File: config.mk
export PLATFORM = sky130hd
export DESIGN_NAME = hgcd_isqrt
export DESIGN_NICKNAME = d
export VERILOG_FILES = /design/src/rtl/hgcd_pkg.sv /design/src/rtl/hgcd_isqrt.sv
export SDC_FILE = /design/constraint.sdc
export NUM_CORES = 2
export LEC_CHECK = 0
export BUFFER_PORTS_ARGS = -buffer_cell sky130_fd_sc_hd__buf_2
export CAP_MARGIN = 20
export CORE_ASPECT_RATIO = 0.7
export CORE_MARGIN = 10
export CORE_UTILIZATION = 40
export DETAILED_ROUTE_END_ITERATION = 6
export PLACE_DENSITY_LB_ADDON = 0.2
export SETUP_SLACK_MARGIN = 0.2
export SYNTH_ARGS = -nofsm -noshare
export SYNTH_HDL_FRONTEND = slang
export SYNTH_SLANG_ARGS = --single-unit
File: constraint.sdc
create_clock -name clk -period 13.37 [get_ports clk]
set_clock_uncertainty 0.05 [all_clocks]
set_input_delay 1.337 -clock clk [delete_from_list [all_inputs] [get_ports clk]]
set_output_delay 1.337 -clock clk [all_outputs]
set_load 0.02 [all_outputs]
File: src/rtl/hgcd_pkg.sv
// Package for the haversine distance pipeline: widths, CORDIC constants and helpers.
// Used by every design module under rtl/ except hgcd_checker. No dependencies.
package hgcd_pkg;

  localparam int LatW = 28;
  localparam int LonW = 29;
  localparam int DistW = 31;
  localparam int CordicSteps = 30;
  localparam int PhaseW = 32;
  localparam int QW = 34; // signed Q30 working width with headroom
  localparam int RootW = 31;

  localparam logic signed [QW-1:0] CordicGain = 34'sd652032874;
  localparam logic signed [QW-1:0] Q30One = 34'sd1073741824;
  localparam logic [32:0] DistScale = 33'd5246834913;

  typedef logic signed [QW-1:0] q30_t;

  // Arctangent table in 2^32-per-turn units, one entry per CORDIC step
  function automatic logic signed [QW-1:0] atan_turn(input logic [4:0] idx);
    logic signed [QW-1:0] v;
    begin
      case (idx)
        5'd0: v = 34'sd536870912;
        5'd1: v = 34'sd316933406;
        5'd2: v = 34'sd167458907;
        5'd3: v = 34'sd85004756;
        5'd4: v = 34'sd42667331;
        5'd5: v = 34'sd21354465;
        5'd6: v = 34'sd10679838;
        5'd7: v = 34'sd5340245;
        5'd8: v = 34'sd2670163;
        5'd9: v = 34'sd1335087;
        5'd10: v = 34'sd667544;
        5'd11: v = 34'sd333772;
        5'd12: v = 34'sd166886;
        5'd13: v = 34'sd83443;
        5'd14: v = 34'sd41722;
        5'd15: v = 34'sd20861;
        5'd16: v = 34'sd10430;
        5'd17: v = 34'sd5215;
        5'd18: v = 34'sd2608;
        5'd19: v = 34'sd1304;
        5'd20: v = 34'sd652;
        5'd21: v = 34'sd326;
        5'd22: v = 34'sd163;
        5'd23: v = 34'sd81;
        5'd24: v = 34'sd41;
        5'd25: v = 34'sd20;
        5'd26: v = 34'sd10;
        5'd27: v = 34'sd5;
        5'd28: v = 34'sd3;
        5'd29: v = 34'sd1;
        default: v = '0;
      endcase
      return v;
    end
  endfunction

  // Q30 x Q30 product rounded back to Q30 (add half, floor shift)
  function automatic q30_t q30_mul(input q30_t a, input q30_t b);
    logic signed [2*QW-1:0] p;
    begin
      p = 68'(a) * 68'(b) + 68'sd536870912;
      return QW'(p >>> 30);
    end
  endfunction

endpackage

File: src/rtl/hgcd_isqrt.sv
// Pipelined digit-by-digit square root of a Q30 value times 2^30, one result bit per stage.
// Depends on hgcd_pkg.
module hgcd_isqrt (
  input  logic                       clk,
  input  logic                       en,
  input  logic [30:0]                val,   // Q30, 0..2^30
  output logic [hgcd_pkg::RootW-1:0] root
);
  import hgcd_pkg::*;

  localparam int Steps = 31;

  logic [61:0] rem_r [0:Steps];
  logic [61:0] res_r [0:Steps];

  always_ff @(posedge clk) begin
    if (en) begin
      rem_r[0] <= {val, 30'd0} > 61'd0 ? 62'({val, 30'd0}) : '0;
      res_r[0] <= '0;
    end
  end

  // bit weight 4^(Steps-1-i); all leading zero trial steps behave as the shift-down loop
  for (genvar i = 0; i < Steps; i++) begin : g_sq
    localparam logic [61:0] Bit = 62'd1 << (2 * (Steps - 1 - i));
    always_ff @(posedge clk) begin
      if (en) begin
        if (rem_r[i] >= res_r[i] + Bit) begin
          rem_r[i+1] <= rem_r[i] - (res_r[i] + Bit);
          res_r[i+1] <= (res_r[i] >> 1) + Bit;
        end else begin
          rem_r[i+1] <= rem_r[i];
          res_r[i+1] <= res_r[i] >> 1;
        end
      end
    end
  end

  assign root = res_r[Steps][RootW-1:0];
endmodule

==> summary.txt <==
Layout
  • Layout cells sized above 1: ~6.3%
  • Final Util: ~45%
  • Multi-input logic area: approximately 35000 um2
  • FILL cells: between 20000 and 25000
  • Design area: 98400 um2
  • Nets: 8341
  • Register area: approximately 51000 um2
  • Area growth, synth to finish: 10.4%

Worst setup path
  • Kind of critical path: flip-flop to flip-flop
  • Worst setup SP type: flip-flop
  • Reg2Reg Depth: 15
  • Worst path required time: 13.86 ns
  • Critical Path Start: rem_r[1][510]
  • Crit path DAT: ~5.7 ns
  • Worst Setup End Kind: flip-flop
  • Launch point of the worst reg-to-reg path: rem_r[1][510]
  • Crit-path max FO: 49

Synth
  • Primary FF master, synth: edfxtp_1
  • Net Count, Synth: around 8300
  • Post-Synthesis Cells: 7734
  • Post-synth ARST share: 0%
  • Mapped Area: about 90000 um2
  • Syn avg cell area: between 10 and 15 um2
  • Post-synth EDFFs: between 1500 and 2000
  • Netlist cell types: between 100 and 150
  • YS warnings: 0
  • Yosys reg bits: 1683
  • Seq/Total Area, Yosys: a little under three fifths

Timing
  • Slew @ Worst Pin: around 1.1 ns
  • Relative slew margins: roughly 28%
  • Final hold violations: 0
  • RSZ-0062 raised after global routing: false
  • Final min period: roughly 5.2 ns
  • Achievable frequency: 0.192 GHz
  • Slew Limit Fails: 0
  • Final setup fails: 0
  • Final Cycle Share: 39.0%
  • Setup TNS: 0 ns

CTS
  • CTS sink cnt: ~1700
  • Clock buffer depth: 4
  • Clock Pin Slew Worst Setup and Hold Paths: 0.07 ns
  • Clk root buf: clkbuf_16
  • Clk_lat worst skew: 0.84 ns
  • Setup Buffers After CTS: 0
  • PostCTS Resize Cnt: 0
  • Total CTS buffers: 180
  • Hold-fix buffers, CTS: 0
  • CTS H-tree lvls: 4
  • CTS tree: yes

Worst hold path
  • Hold depth: 0
  • Hold path start: rem_r[0][50]
  • Worst min path class: flip-flop to flip-flop

Placed design
  • Placed Area: around 92000 um2
  • Detailed-placement wirelength estimate: approximately 160000 um
  • Routability cong.: roughly 0.88
  • I/O Buffers: 63

Floorplanning
  • Std cell rows: 144
  • Core area: 221000 um2
  • Die outline area: 242000 um2
  • Die width: ~580 um
  • Initial Utilization: between 40% and 50%
  • Die Ht: between 400 and 500 um
  • Boundary pin count: 64

Detailed routing
  • TritonRoute pass-1 iters: 5
  • Final WL: 215000 um
  • Routed vias/inst: approximately 5.4
  • Vias post-DR: 58900
  • DRT iter0 DRCs: 5580
  • WL/cell: approximately 20 um
  • Antenna Nets Post-Route: 0
  • Remaining DRCs: 0

Run
  • Max-cap violation count: 0

Global route
  • Number of global-route vias before repair: ~55000
  • Initial antenna violation count: 10
  • Total congestion overflow: 0
  • Pin count of the biggest net entering global routing: 130
  • Tot GR Track Use: between 10% and 20%
  • First-pass GRT wire length: around 330000 um

Power
  • Pleak: 37.4 nW
  • VDD IR max: 0.0000978 V
  • Power Density: between 150 and 200 nW/um2

Run status
  • Outcome: completed
==> routing by layer <==
layer	vias to the layer above	GRT usage, %	share of wire [%]
li1	28400	-	-
met1	28500	29.3	54
met2	1766	21.7	36
met3	253	3.68	7.6
met4	0	3.08	1.7
met5	-	0	0
==> through the flow <==
| step | hold WS (ns) | total power, mW | instances | setup WS [ns] |
|---|---|---|---|---|
| final | 0.368 | 16.3 | 10900 | 8.16 |
| after floorplan | 0.350 | 10.0 | 7734 | 8.03 |
| after detailed placement | 0.355 | 11.2 | 10500 | 7.84 |
| after CTS | 0.370 | 16.3 | 10900 | 8.31 |
| after global placement | 0.352 | 11.2 | 10500 | 7.92 |
| after global routing | 0.373 | 17.1 | 10900 | 7.92 |
==> critical path, stage by stage (launching register included) <==
cell and delay, ns:
edfxtp_1 0.45, ha_1 0.25, inv_1 0.07, fa_1 0.21, nor2b_1 0.07, o31a_1 0.29, o311ai_0 0.82, nand4_1 0.34
a41oi_1 0.49, o31ai_1 0.27, nor3_2 0.22, buf_4 0.42, inv_1 0.32, o311ai_1 0.31, nor3_1 0.14, xor2_1 0.18
==> cell type report <==
| class | count | share of cell area, % |
|---|---|---|
| clock inverters | 109 | 1.23 |
| multi-input cells | 5155 | 35.6 |
| diodes | 5 | 0.0127 |
| inverters | 670 | 2.56 |
| flip-flops and latches | 1683 | 51.4 |
| well taps | 2920 | 3.71 |
| clock buffers | 206 | 4.72 |
| repair buffers | 110 | 0.743 |
==> worst paths after layout <==
kind | end | slack [ns]
min reg2reg | rem_r[0][112] | 0.37
max reg2reg | rem_r[1][613] | 8.16
min | rem_r[0][112] | 0.37
max | rem_r[1][613] | 8.16
==> cells by family (layout without fill, tap and decap cells) <==
logic type | Yosys count | after routing | synth area share (%)
compound gates | 1607 | 1607 | 11.2
xor+xnor | 791 | 791 | 7.78
fa+ha+maj | 508 | 508 | 7.25
buf+inv | 896 | 1095 | 3.98
flops | 1683 | 1683 | 56.7
mux | 47 | 47 | 0.587
other cells | 0 | 5 | 0
simple gates | 2202 | 2202 | 12.4
==> power by group <==
part	switching, mW	internal [mW]
Combinational	2.24	1.47
Clock	2.09	2.97
Sequential	0.691	6.80
Total	5.01	11.2
==> cells in the final DEF, fill, tap and decap left out, types with 18 or more instances in the layout <==
cell type	instances
nor2b_1	66
nor4_1	140
nand3_1	142
or2_2	29
ha_1	494
nor2_1	449
a21o_1	195
nor4b_1	25
o21ai_0	514
nor3_1	194
and3_1	31
clkinv_2	22
clkbuf_1	24
xnor2_1	372
mux2_2	41
nand3b_1	39
o211ai_1	29
inv_1	668
or3_1	95
a211oi_1	42
clkbuf_16	182
nand4_1	79
edfxtp_1	1683
a31oi_1	34
nand2_1	653
and2_1	18
o21bai_1	59
xor2_1	419
or4_1	54
o21a_1	83
buf_2	63
o31ai_1	42
a21oi_1	428
clkinv_1	40
buf_4	41
nand2b_1	95
nor3b_1	22
bufinv_16	25
==> cells in the mapped netlist, types with 18 or more instances <==
cell type,instances,area (um2)
o31ai_1,42,315
nor2b_1,66,413
o21ai_0,514,2570
buf_2,23,115
xnor2_1,372,3260
o21bai_1,59,443
nand3b_1,39,293
a31oi_1,34,213
or4_1,54,405
a211oi_1,43,323
nand3_1,142,711
ha_1,494,6180
a21o_1,195,1460
o21a_1,83,623
nor4_1,140,876
nand4_1,79,494
nand2_1,653,2450
nor3b_1,22,165
o211ai_1,29,218
clkbuf_1,164,616
edfxtp_1,1683,50500
or3_1,95,594
xor2_1,419,3670
a21oi_1,430,2150
and3_1,31,194
nor3_1,196,981
nand2b_1,95,594
nor4b_1,25,219
buf_4,32,240
nor2_1,450,1690
and2_1,18,113
inv_1,668,2510
or2_2,29,181
mux2_2,41,462
==> state kept, by name, summed over array words and instances (netlist names) <==
name	cells
rem_r	1187
res_r	496
(Power assumes the default switching activity.)
