<file path="src/rtl/hgcd_pkg.sv">
// Package for the haversine distance pipeline: widths, CORDIC constants and helpers.
// Used by every design module under rtl/ except hgcd_checker. No dependencies.
package hgcd_pkg;

  localparam int LatW = 28;
  localparam int LonW = 29;
  localparam int DistW = 31;
  localparam int CordicSteps = 30;
  localparam int PhaseW = 32;
  localparam int QW = 34; // signed Q30 working width with headroom
  localparam int RootW = 31;

  localparam logic signed [QW-1:0] CordicGain = 34'sd652032874;
  localparam logic signed [QW-1:0] Q30One = 34'sd1073741824;
  localparam logic [32:0] DistScale = 33'd5246834913;

  typedef logic signed [QW-1:0] q30_t;

  // Arctangent table in 2^32-per-turn units, one entry per CORDIC step
  function automatic logic signed [QW-1:0] atan_turn(input logic [4:0] idx);
    logic signed [QW-1:0] v;
    begin
      case (idx)
        5'd0: v = 34'sd536870912;
        5'd1: v = 34'sd316933406;
        5'd2: v = 34'sd167458907;
        5'd3: v = 34'sd85004756;
        5'd4: v = 34'sd42667331;
        5'd5: v = 34'sd21354465;
        5'd6: v = 34'sd10679838;
        5'd7: v = 34'sd5340245;
        5'd8: v = 34'sd2670163;
        5'd9: v = 34'sd1335087;
        5'd10: v = 34'sd667544;
        5'd11: v = 34'sd333772;
        5'd12: v = 34'sd166886;
        5'd13: v = 34'sd83443;
        5'd14: v = 34'sd41722;
        5'd15: v = 34'sd20861;
        5'd16: v = 34'sd10430;
        5'd17: v = 34'sd5215;
        5'd18: v = 34'sd2608;
        5'd19: v = 34'sd1304;
        5'd20: v = 34'sd652;
        5'd21: v = 34'sd326;
        5'd22: v = 34'sd163;
        5'd23: v = 34'sd81;
        5'd24: v = 34'sd41;
        5'd25: v = 34'sd20;
        5'd26: v = 34'sd10;
        5'd27: v = 34'sd5;
        5'd28: v = 34'sd3;
        5'd29: v = 34'sd1;
        default: v = '0;
      endcase
      return v;
    end
  endfunction

  // Q30 x Q30 product rounded back to Q30 (add half, floor shift)
  function automatic q30_t q30_mul(input q30_t a, input q30_t b);
    logic signed [2*QW-1:0] p;
    begin
      p = 68'(a) * 68'(b) + 68'sd536870912;
      return QW'(p >>> 30);
    end
  endfunction

endpackage

</file>
<file path="src/rtl/hgcd_phase.sv">
// Degree-to-phase conversion: rounding division by 360 as a split reciprocal multiply,
// three register stages. Depends on hgcd_pkg.
module hgcd_phase #(
  parameter int ANGLE_FRAC_BITS = 20,
  parameter int SH = 32
) (
  input  logic                      clk,
  input  logic                      en,
  input  logic signed [30:0]        deg,
  output logic [hgcd_pkg::PhaseW-1:0] phase
);
  import hgcd_pkg::*;

  // phase = floor((|deg| * 2^S + 180) / 360) with S = SH - F
  //       = floor(floor((|deg| * 2^S + 180) / 8) / 45)
  localparam int Shift = SH - ANGLE_FRAC_BITS;
  localparam int RecipBits = 54;
  // ceil(2^54 / 45); exact quotient for any dividend below 2^48
  localparam logic [63:0] Recip = ((64'd1 << RecipBits) + 64'd44) / 64'd45;
  localparam logic [24:0] RecipHi = Recip[48:24];
  localparam logic [23:0] RecipLo = Recip[23:0];

  logic [30:0] mag;
  logic [63:0] t;
  logic [47:0] u_nxt;
  logic [47:0] u_r;
  logic        neg_r;
  logic        neg2_r;
  logic [48:0] pp_hh_r;
  logic [47:0] pp_hl_r;
  logic [48:0] pp_lh_r;
  logic [47:0] pp_ll_r;
  logic [97:0] sum;
  logic [31:0] p;

  // Magnitude, scaled and rounded dividend over 8
  always_comb begin
    mag   = deg[30] ? 31'(-deg) : 31'(deg);
    t     = (64'(mag) << Shift) + 64'd180;
    u_nxt = t[50:3];
  end

  // Stage 1: dividend and sign
  always_ff @(posedge clk) begin
    if (en) begin
      neg_r <= deg[30];
      u_r   <= u_nxt;
    end
  end

  // Stage 2: four partial products of the reciprocal multiply
  always_ff @(posedge clk) begin
    if (en) begin
      neg2_r  <= neg_r;
      pp_hh_r <= 49'(u_r[47:24]) * 49'(RecipHi);
      pp_hl_r <= 48'(u_r[47:24]) * 48'(RecipLo);
      pp_lh_r <= 49'(u_r[23:0]) * 49'(RecipHi);
      pp_ll_r <= 48'(u_r[23:0]) * 48'(RecipLo);
    end
  end

  // Sum the partial products; keep the quotient modulo a full turn
  always_comb begin
    sum = (98'(pp_hh_r) << 48) + ((98'(pp_hl_r) + 98'(pp_lh_r)) << 24) + 98'(pp_ll_r);
    p   = sum[85:54];
  end

  // Stage 3: phase with sign applied
  always_ff @(posedge clk) begin
    if (en) phase <= neg2_r ? 32'(-p) : p;
  end
endmodule

</file>
<file path="config.mk">
export PLATFORM = sky130hd
export DESIGN_NAME = hgcd_phase
export DESIGN_NICKNAME = d
export VERILOG_FILES = /design/src/rtl/hgcd_pkg.sv /design/src/rtl/hgcd_phase.sv
export SDC_FILE = /design/constraint.sdc
export NUM_CORES = 2
export LEC_CHECK = 0
export BUFFER_PORTS_ARGS = -buffer_cell sky130_fd_sc_hd__buf_4
export CAP_MARGIN = 20
export CORE_ASPECT_RATIO = 1.1
export CORE_MARGIN = 10
export CORE_UTILIZATION = 35
export CTS_CLUSTER_DIAMETER = 100
export DETAILED_ROUTE_END_ITERATION = 10
export PLACE_DENSITY = 0.61
export SETUP_SLACK_MARGIN = 0.3
export SLEW_MARGIN = 20
export SYNTH_ARGS = -nofsm -noshare
export SYNTH_HDL_FRONTEND = slang
export SYNTH_SLANG_ARGS = --single-unit
</file>
<file path="constraint.sdc">
create_clock -name clk -period 10.2 [get_ports clk]
set_input_delay 0.51 -clock clk [delete_from_list [all_inputs] [get_ports clk]]
set_output_delay 0.51 -clock clk [all_outputs]
set_load 0.05 [all_outputs]
</file>
==> flow_metrics.env <==
export IMPL_status="finished clean"
export IMPL_finalCriticalPeriod_ps=7730
export IMPL_syn_area_um2=32700
export IMPL_core_region_area_um2=92700
export IMPL_crit_required_ps=10550
export IMPL_hold_buffers=0
export IMPL_io_buffers=64
export IMPL_worst_setup_path_start_kind="flop"
export IMPL_drt_wl_total_um=83700
export IMPL_path_clk_slew_ps=60
export IMPL_dpl_cell_count=4493
export IMPL_n_fill_cell=9175
export IMPL_postRouteAntennaNets=0
export IMPL_std_cell_rows=117
export IMPL_final_seq_area_um2=6040
export IMPL_synthCells=3191
export IMPL_clk_insertion_delay_late_ps=610
export IMPL_grt_remaining_overflow=0
export IMPL_cts_made_buffers=27
export IMPL_insertedDiodeCount=0
export IMPL_endpoint_kind="flop"
export IMPL_maxCapViolations=0
export IMPL_yosysWarnings=0
export IMPL_synth_seq_cells=201
export IMPL_synth_distinct_cells=74
export IMPL_start_util_pct=35.3
export IMPL_grt_usage_pct=15.6
export IMPL_synth_most_common_cell="ha_1"
export IMPL_synthArstFlopShare_pct=0
export IMPL_drc_errors=0
export IMPL_cts_sinks=201
export IMPL_rsz0062_at_grt="false"
export IMPL_cts_buffer_depth=3
export IMPL_grt_max_degree=74
export IMPL_crit_top_cell="fa_1"
export IMPL_die_h_um=341
export IMPL_dp_final_hpwl_um=73500
export IMPL_drt_initial_drc_count=1187
export IMPL_synth_common_cells="ha_1, inv_1, fa_1, edfxtp_1, xnor2_1"
export IMPL_cp_arrival_ps=8080
export IMPL_path_class="reg2reg"
export IMPL_fin_util_pct=38.5
export IMPL_cts_setup_buffers=0
export IMPL_drive_gt1_share_pct=4.40
export IMPL_vias_per_cell=4.97
export IMPL_antenna_found_initial=3
export IMPL_grt_pass1_vias=23300
export IMPL_worstHoldPathType="in2reg"
export IMPL_yosysSeqAreaShare_pct=18.5
export IMPL_vias=22600
export IMPL_post_drt_wl_per_cell_um=18.4
export IMPL_clockRootBuffer="clkbuf_16"
export IMPL_yosys_most_used_dff="edfxtp_1"
export IMPL_postSynthAreaPerCell_um2=10.2
export IMPL_synth_area_leaders="ha_1, fa_1, edfxtp_1"
export IMPL_io_pins=65
export IMPL_cp_max_fo=6
export IMPL_fp_dieW_um=311
export IMPL_finalSetupTns_ps=0
export IMPL_final_nets=4382
export IMPL_synth_area_leader_cell="ha_1"
export IMPL_max_slew_margin_pct=27.3
export IMPL_htree_levels=1
export IMPL_synth_top_area_share_pct=27.8
export IMPL_max_freq_ghz=0.129
export IMPL_first_pass_iters=5
export IMPL_hold_slack_ps=110
export IMPL_post_layout_nonfiller_instances=4543
export IMPL_multi_input_area_um2=24200
export IMPL_die_area_um2=106000
export IMPL_fin_crit_sh_pct=75.7
export IMPL_hold_viol=0
export IMPL_syn_nets=4300
export IMPL_cp_cell_sequence="ha_1, inv_1, fa_1, inv_1, ha_1, fa_1, fa_1, fa_1, fa_1, ha_1, nand2_1, o21a_1, o21ai_1, o41a_1, o311a_1, o21a_1, o41ai_1, o21ai_0, or4_1, a311o_1, xor2_1"
export IMPL_critPathMaxStageDelay_ps=520
export IMPL_worst_slew_pin_slew_ps=1080
export IMPL_cts_resized=0
export IMPL_drv_slew=0
export IMPL_place_congestion=0.929
export IMPL_grt_pass1_wl_um=131000
export IMPL_finalSetupViolCount=0
export IMPL_synth_edf_count=201
export IMPL_finalClockSkew_ps=38.8
export IMPL_crit_slowest_cell="fa_1"
export IMPL_cts_tree="yes"
export IMPL_area_growth_pct=9.09
-- area by class of cell --
cell class                 instances  area share, %
clock buffer                      27           1.89
clock inverter                    23          0.719
inverter                         649           6.83
multi-input combinational       2321           67.7
sequential                       201           16.9
tap                             1249           4.38
timing repair buffer              73           1.55
-- worst paths after layout --
check             startpoint     endpoint  slack, ps  depth (start not counted)
setup reg to reg     u_r[12]  pp_lh_r[47]       2470                         21
hold reg to reg        neg_r       neg2_r        600                          0
hold / removal        deg[0]       u_r[9]        110                          1
setup / recovery     u_r[12]  pp_lh_r[47]       2470                         21
-- flip-flops by register name, indices dropped and copies added, names as in the netlist --
name / cells
pp_lh_r: 40
pp_ll_r: 22
pp_hh_r: 38
neg2_r: 1
phase: 32
pp_hl_r: 36
neg_r: 1
u_r: 31
-- through the flow --
stage	setup WS [ps]	area (um^2)
final	2470	35700
after CTS	2490	35700
after detailed placement	2520	34700
after global routing	2000	35700
after global placement	2590	34700
after floorplan	3120	32700
-- per-layer routing --
metal / GRT usage (%) / share of wire [%] / vias up
li1: - / - / 11100
met1: 20.2 / 44 / 10900
met2: 25.9 / 46 / 525
met3: 3.11 / 6.4 / 130
met4: 5.24 / 3.6 / 4
met5: 0 / 0.025 / -
-- critical path: cells and delay by family (launching register included) --
kind | cells | cell delay, ps
compound gates | 8 | 2280
xor+xnor | 1 | 140
buf+inv | 2 | 180
simple gates | 2 | 590
fa+ha+maj | 8 | 3760
flops | 1 | 500
-- kinds of logic after synthesis --
group | after synthesis | synth area share [%]
mux | 2 | 0.0612
buf+inv | 669 | 7.68
flops | 201 | 18.5
xor+xnor | 236 | 6.32
compound gates | 535 | 11.0
fa+ha+maj | 1076 | 49.2
simple gates | 472 | 7.31
-- layout by cell type (no fill, tap or decap), drive strengths merged, types with 10 or more instances in the layout --
| master | Yosys | layout |
|---|---|---|
| xnor2 | 188 | 188 |
| and3 | 25 | 25 |
| nor3 | 35 | 35 |
| nand2b | 24 | 24 |
| a21oi | 134 | 134 |
| o211ai | 15 | 15 |
| a211oi | 19 | 19 |
| inv | 649 | 653 |
| buf | 2 | 72 |
| nand3 | 46 | 46 |
| fa | 349 | 349 |
| o21bai | 26 | 26 |
| o21a | 28 | 28 |
| nor2b | 28 | 28 |
| nand4 | 18 | 18 |
| ha | 727 | 727 |
| clkinv | 0 | 10 |
| and2 | 13 | 13 |
| o21ai | 103 | 103 |
| nor2 | 113 | 113 |
| clkbuf | 18 | 28 |
| o41ai | 14 | 14 |
| a21o | 70 | 70 |
| edfxtp | 201 | 201 |
| xor2 | 48 | 48 |
| o31ai | 26 | 26 |
| a31oi | 16 | 16 |
| or3 | 21 | 21 |
| nand2 | 106 | 106 |
Power is left out: the tool's default activity adds up to more than one toggle a clock period on the data nets, which glitch-free logic cannot reach.
